$ cat src/rtl/byte_queue_peek_drop_macros.svh
// assertion macros shared by the byte queue rtl
`ifndef BYTE_QUEUE_PEEK_DROP_MACROS_SVH
`define BYTE_QUEUE_PEEK_DROP_MACROS_SVH

// property must hold at every clock edge out of reset
`define BQPD_ASSERT(lbl, clk, rstn, prop, msg) \
    lbl: assert property (@(posedge clk) disable iff (!rstn) prop) else $error(msg);

// condition must never be seen out of reset
`define BQPD_NEVER(lbl, clk, rstn, cond, msg) \
    lbl: assert property (@(posedge clk) disable iff (!rstn) !(cond)) else $error(msg);

`endif

$ cat src/rtl/bqpd_pkg.sv
// shared types, codes and defaults of the byte queue
`default_nettype none

package bqpd_pkg;

    localparam int STORE_DEPTH_DEF = 1024;
    localparam int MAX_REQUEST_DEF = 64;

    localparam int REQ_TYPE_W = 2;
    localparam int BYTE_W     = 8;
    localparam int COUNT_W    = 7;
    localparam int STATUS_W   = 2;
    localparam int TOTAL_W    = 11;
    localparam int ENTRY_W    = BYTE_W + 1;

    localparam logic [REQ_TYPE_W-1:0] REQ_ENQ  = 2'd0;
    localparam logic [REQ_TYPE_W-1:0] REQ_DEQ  = 2'd1;
    localparam logic [REQ_TYPE_W-1:0] REQ_PEEK = 2'd2;
    localparam logic [REQ_TYPE_W-1:0] REQ_DROP = 2'd3;

    localparam logic [STATUS_W-1:0] ST_OK    = 2'd0;
    localparam logic [STATUS_W-1:0] ST_FULL  = 2'd1;
    localparam logic [STATUS_W-1:0] ST_SHORT = 2'd2;

    typedef struct packed {
        logic [REQ_TYPE_W-1:0] req_type;
        logic [BYTE_W-1:0]     in_byte;
        logic                  ends_buffer;
        logic [COUNT_W-1:0]    byte_count;
    } bqpd_in_t;

    typedef struct packed {
        logic [BYTE_W-1:0]   out_byte;
        logic                byte_valid;
        logic                last_result;
        logic [STATUS_W-1:0] status;
        logic [TOTAL_W-1:0]  queued_bytes;
        logic [TOTAL_W-1:0]  queued_buffers;
    } bqpd_out_t;

    typedef enum logic [1:0] {
        S_IDLE,
        S_COUNT,
        S_EMIT,
        S_DROP_RES
    } bqpd_state_t;

    typedef struct packed {
        logic enq;
        logic start;
        logic empty_res;
        logic run;
        logic emit;
        logic commit;
        logic drop_res;
    } bqpd_cmd_t;

    typedef struct packed {
        logic out_free;
        logic take_zero;
        logic last_ret;
        logic drop_req;
    } bqpd_stat_t;

endpackage

`default_nettype wire

$ cat src/rtl/bqpd_ctrl.sv
// request sequencer of the byte queue
`default_nettype none

`include "byte_queue_peek_drop_macros.svh"

module bqpd_ctrl
    import bqpd_pkg::*;
(
    input  wire logic                  aclk,
    input  wire logic                  aresetn,
    input  wire logic                  s_valid,
    output logic                       s_ready,
    input  wire logic [REQ_TYPE_W-1:0] req_type,
    input  wire bqpd_stat_t            stat,
    output bqpd_cmd_t                  cmd
);

    bqpd_state_t state_reg;
    bqpd_state_t state_next;
    logic        accept;

    assign s_ready = (state_reg == S_IDLE) && stat.out_free;
    assign accept  = s_valid && s_ready;

    always_ff @(posedge aclk) begin
        if (!aresetn) begin
            state_reg <= S_IDLE;
        end else begin
            state_reg <= state_next;
        end
    end

    // next state
    always_comb begin
        state_next = state_reg;
        unique case (state_reg)
            S_IDLE: begin
                if (accept && (req_type != REQ_ENQ) && !stat.take_zero) begin
                    state_next = (req_type == REQ_PEEK) ? S_EMIT : S_COUNT;
                end
            end
            S_COUNT: begin
                if (stat.last_ret) begin
                    state_next = stat.drop_req ? S_DROP_RES : S_EMIT;
                end
            end
            S_EMIT: begin
                if (stat.last_ret) begin
                    state_next = S_IDLE;
                end
            end
            S_DROP_RES: begin
                if (stat.out_free) begin
                    state_next = S_IDLE;
                end
            end
            default: state_next = S_IDLE;
        endcase
    end

    // commands
    always_comb begin
        cmd           = '0;
        cmd.enq       = accept && (req_type == REQ_ENQ);
        cmd.start     = accept && (req_type != REQ_ENQ);
        cmd.empty_res = accept && (req_type != REQ_ENQ) && stat.take_zero;
        cmd.run       = (state_reg == S_COUNT) || (state_reg == S_EMIT);
        cmd.emit      = (state_reg == S_EMIT);
        cmd.commit    = (state_reg == S_COUNT) && stat.last_ret;
        cmd.drop_res  = (state_reg == S_DROP_RES) && stat.out_free;
    end

    `BQPD_ASSERT(a_drop_after_count, aclk, aresetn, (state_reg == S_DROP_RES) |-> ($past(state_reg) == S_COUNT || $past(state_reg) == S_DROP_RES), "drop result state entered without count pass")

endmodule

`default_nettype wire

$ cat config.mk
export PLATFORM = sky130hd
export DESIGN_NAME = bqpd_ctrl
export DESIGN_NICKNAME = d
export VERILOG_FILES = /design/src/rtl/bqpd_pkg.sv /design/src/rtl/bqpd_ctrl.sv
export VERILOG_INCLUDE_DIRS = /design/src /design/src/rtl
export SDC_FILE = /design/constraint.sdc
export NUM_CORES = 1
export LEC_CHECK = 0
export ABC_AREA = 1
export BUFFER_PORTS_ARGS = -buffer_cell sky130_fd_sc_hd__buf_2
export CORE_AREA = 2 2 39 41
export CTS_CLUSTER_SIZE = 28
export DETAILED_ROUTE_END_ITERATION = 8
export DIE_AREA = 0 0 41 43
export GPL_TIMING_DRIVEN = 1
export HOLD_SLACK_MARGIN = 0.02
export PLACE_DENSITY = 0.55
export SYNTH_ARGS = -nofsm -noshare
export SYNTH_HDL_FRONTEND = slang
export SYNTH_SLANG_ARGS = --single-unit
$ cat constraint.sdc
create_clock -name aclk -period 2.8 [get_ports aclk]
set_clock_uncertainty 0.2 [all_clocks]
set_input_delay 0.14 -clock aclk [delete_from_list [all_inputs] [get_ports aclk]]
set_output_delay 0.14 -clock aclk [all_outputs]
set_load 0.005 [all_outputs]
# Yosys cells after proc, flatten, opt, wreduce, memory -nomap -nowiden
# Cells that the tools add are included.
# word_totals
ff_bits,2
in_bits,9
out_inout_bits,8
wordCells,30
# op_classes
n_eq_ne,8
reduce_logical,14
n_mux,7
# ops
op,count
$mux W2,5
$logic_and A1 B1 Y1,8
$pmux W2 S4,1
$eq A2 B2 Y1 const B,3
$ne A2 B2 Y1 const B,3
$logic_not A2 Y1,2
$reduce_and A4 Y1,1
$eq A2 B1 Y1 const B,1
$ne A2 B1 Y1 const B,1
$reduce_bool A2 Y1,1
$logic_not A1 Y1,1
$logic_or A1 B1 Y1,1
$mux W1,1

# Longest topological paths before layout
# logic_depth
ltp_word,7
depth_mapped,9
depth_no_buf,9

# Least setup slack after synthesis
# No wires, ideal clock.
# synth_path
kind,reg2reg
startpoint,register state_reg[0]
endpoint,register state_reg[0]
path_stages_with_launch,10
period_less_slack_ps,1365
arrival_ps,1050
required_ps,2485
path_slack_ps,1435
setup_ps,115
n_path_buf,0
path_cell_list,dfxtp_1 -> inv_1 -> ha_1 -> nand2_1 -> nor2_2 -> nand3_2 -> nand2_2 -> nand3_1 -> nand2_1 -> nor2_1
# synth_between
elab_chain_cells,7
word_cells_on_any_way,14
classes_between,7 x eq/ne; 1 x mux; 6 x reduce/logical
# synth_rtl
item,line_no,rtl
from (decl),bqpd_ctrl.sv:18,bqpd_state_t state_reg;
from (signal assigned),bqpd_ctrl.sv:29,state_reg <= state_next;
$logic_not A2 Y1,"bqpd_ctrl.sv:22, bqpd_ctrl.sv:36",
$logic_and A1 B1 Y1,bqpd_ctrl.sv:22,assign s_ready = (state_reg == S_IDLE) && stat.out_free;
$logic_and A1 B1 Y1,bqpd_ctrl.sv:23,assign accept = s_valid && s_ready;
$logic_and A1 B1 Y1 (2 in series),bqpd_ctrl.sv:38,if (accept && (req_type != REQ_ENQ) && !stat.take_zero) begin
$ne A2 B1 Y1 (no line),n/a,
$reduce_and A4 Y1 (no line),n/a,
# Parallel ways exist; a longest one is shown, timed or not.
# A chain may end at the register's enable or synchronous reset.

==> results.py <==
metrics = {
    "synth": {
        "yosysSeqAreaShare_pct": 14.04,
        "synth_area_um2": 285.3,
        "syn_nets": 62,
        "syn_inst": 48,
        "synth.avg_cell_area_um2": 5.943,
        "ys_ff_latch": 2,
        "synth.distinct_cells": 13,
        "ys_warn_count": 0,
    },
    "timing": {
        "tns_ps": 0,
        "slew_headroom_pct": 86.14,
        "period_minus_slack_ps": 1717,
        "fin_ws_ps": 1083,
        "fmax_mhz": 582.5,
        "slew_violations": 0,
        "rsz0062_at_grt": "false",
        "hold_viol_final": 0,
        "period_share_pct": 61.31,
        "finalSetupViolCount": 0,
        "finalHoldWorstSlack_ps": 143.6,
        "tightest_slew_ps": 207.1,
    },
    "min_path": {
        "holdCritPathClass": "in2reg",
    },
    "routing": {
        "num_vias": 317,
        "drt-total-wl_um": 605,
        "drtIter0Drc": 0,
        "firstDrtPassIters": 1,
        "wire_per_inst_um": 7.202,
        "ant_nets": 0,
        "post-route-drc-count": 0,
        "via_per_inst": 3.774,
    },
    "clock_network": {
        "numCtsBuffers": 3,
        "cts_tree": "built",
        "clk_pin_slew_ps": 30,
        "cts_setup_buffers": 0,
        "htree_levels": 1,
        "cts_root_buf": "clkbuf_4",
        "clock-sinks": 2,
        "clkLatencyLatePin_ps": 220,
        "clockBufferDepth": 2,
    },
    "setup_path": {
        "start_kind": "flip-flop",
        "critical_path_class": "reg2out",
        "cp-end-kind": "output pin",
        "worstPathMaxFanout": 4,
        "critPathRequiredTime_ps": 2460,
        "crit_top_cell": "inv_1",
        "cp_slowest_cell": "dfxtp_1",
        "critPathMaxStageDelay_ps": 330,
        "critPathArrivalTime_ps": 1380,
        "cp_cell_sequence": "inv_1 -> ha_1 -> nand2_1 -> nor2_2 -> inv_1 -> nor3_1 -> buf_2",
    },
    "cells_and_area": {
        "drive_gt1_share_pct": 33.82,
        "diodes": 0,
        "fillerInstances": 171,
        "utilization_pct": 30.20,
        "final_nets": 84,
        "final_cells": 84,
        "largest_register_ffs": 2,
        "layout_common_cells": "buf_2, inv_1, nand2_1, nor2_1, ha_1",
        "final_cell_area_um2": 417.9,
        "layout_commonest_cell": "buf_2",
        "area_growth_pct": 46.49,
    },
    "place": {
        "portBuffers": 16,
        "placed_cells": 80,
        "place_area_um2": 385.4,
        "gp_congestion": 0.6007,
        "dp_slack_ps": 1306,
        "hpwl_um": 520.2,
    },
    "outcome": {
        "outcome": "complete, no violations",
    },
    "die": {
        "fp.coreArea_um2": 1384,
        "start_util_pct": 20.61,
        "rows": 14,
        "dieArea_um2": 1763,
        "dieWidth_um": 41,
        "pin_count": 17,
        "die_h_um": 43,
    },
    "grt": {
        "grt_max_degree": 5,
        "grt_use_total_pct": 8.108,
        "grt_pass1_wl_um": 938,
        "antenna_found_initial": 0,
        "first_global_vias": 291,
        "gr-total-overflow": 0,
    },
    "power_and_ir_drop": {
        "p_int_mw": 0.1990,
        "seqPwrFrac_pct": 16.2,
        "switchingPower_mw": 0.1699,
        "leakage_nw": 0.2782,
        "ir_worst_vdd_mv": 0.3403,
        "pwr-share-comb_pct": 66.9,
        "power.switching_fraction_pct": 46.05,
        "p_per_area_nw_per_um2": 882.6,
        "power_frac_clock_pct": 17.0,
        "power.total_mw": 0.3688,
    },
    "run": {
        "cap_viol_max_count": 0,
    },
}
Yosys cell counts:
master | count | area share [%]
nor3_1 | 1 | 1.8
nand3_2 | 1 | 3.5
nor2_1 | 8 | 11
dfxtp_1 | 2 | 14
o22ai_1 | 1 | 2.2
nand3_1 | 2 | 3.5
nor2_4 | 1 | 3.9
nand2_2 | 1 | 2.2
nor2_2 | 1 | 2.2
inv_1 | 14 | 18
ha_1 | 5 | 22
nand2_1 | 8 | 11
a21oi_1 | 3 | 5.3
power groups by stage:
| stage | sequential [mW] | clock (mW) | combinational [mW] |
|---|---|---|---|
| after floorplan | 0.0562 | 0 | 0.182 |
| after detailed placement | 0.0601 | 0 | 0.249 |
| final | 0.0597 | 0.0626 | 0.247 |
| after global placement | 0.0600 | 0 | 0.250 |
| after global routing | 0.0625 | 0.0694 | 0.291 |
| after CTS | 0.0597 | 0.0681 | 0.252 |
final cells by class:
cell class / count / area (um^2) / share of cell area (%)
Timing Repair Buffer: 17 / 90.09 / 21.56
Sequential cell: 2 / 40.04 / 9.581
Clock buffer: 3 / 22.52 / 5.389
Inverter: 14 / 52.55 / 12.57
Tap cell: 16 / 20.02 / 4.790
Multi-Input combinational cell: 32 / 192.7 / 46.11
final timing paths:
kind	start	to	slack, ps	cells after the start
worst max-delay path	state_reg[0]	cmd[4]	1080	7
worst min-delay path	req_type[0]	state_reg[0]	140	5
worst max register to register	state_reg[1]	state_reg[1]	1330	8
worst min register to register	state_reg[1]	state_reg[1]	340	2
what timing repair did:
action,CTS,global route
resized for setup,0,0
hold endpoints to repair,2,0
hold buffers,1,0
metal layers:
layer / GRT usage [%] / part of all wire [%] / vias to the layer above / wire [um]
li1: - / - / 183 / -
met1: 5.732 / 40 / 123 / 242
met2: 15.00 / 52 / 11 / 312
met3: 1.571 / 8.3 / 0 / 50
met4: 8.000 / 0 / 0 / 0
met5: 0 / 0 / - / 0
logic make-up (layout without fill, tap and decap cells):
group,after synthesis,count (layout),synth area share [%]
DFF,2,2,14.04
AOI/OAI and AO/OA,4,4,7.456
buffers and inverters,14,34,18.42
and+or+nand+nor,23,23,38.16
adders and majority gates,5,5,21.93
worst max-delay path, delay by kind of cell, from the launching register on:
family / cells / cell delay, ps
AND/OR/NAND/NOR: 3 / 320
flip-flops: 1 / 330
buffers and inverters: 3 / 320
adder cells (fa/ha/maj): 1 / 190
No activity file was read; power rests on OpenSTA's default activity.
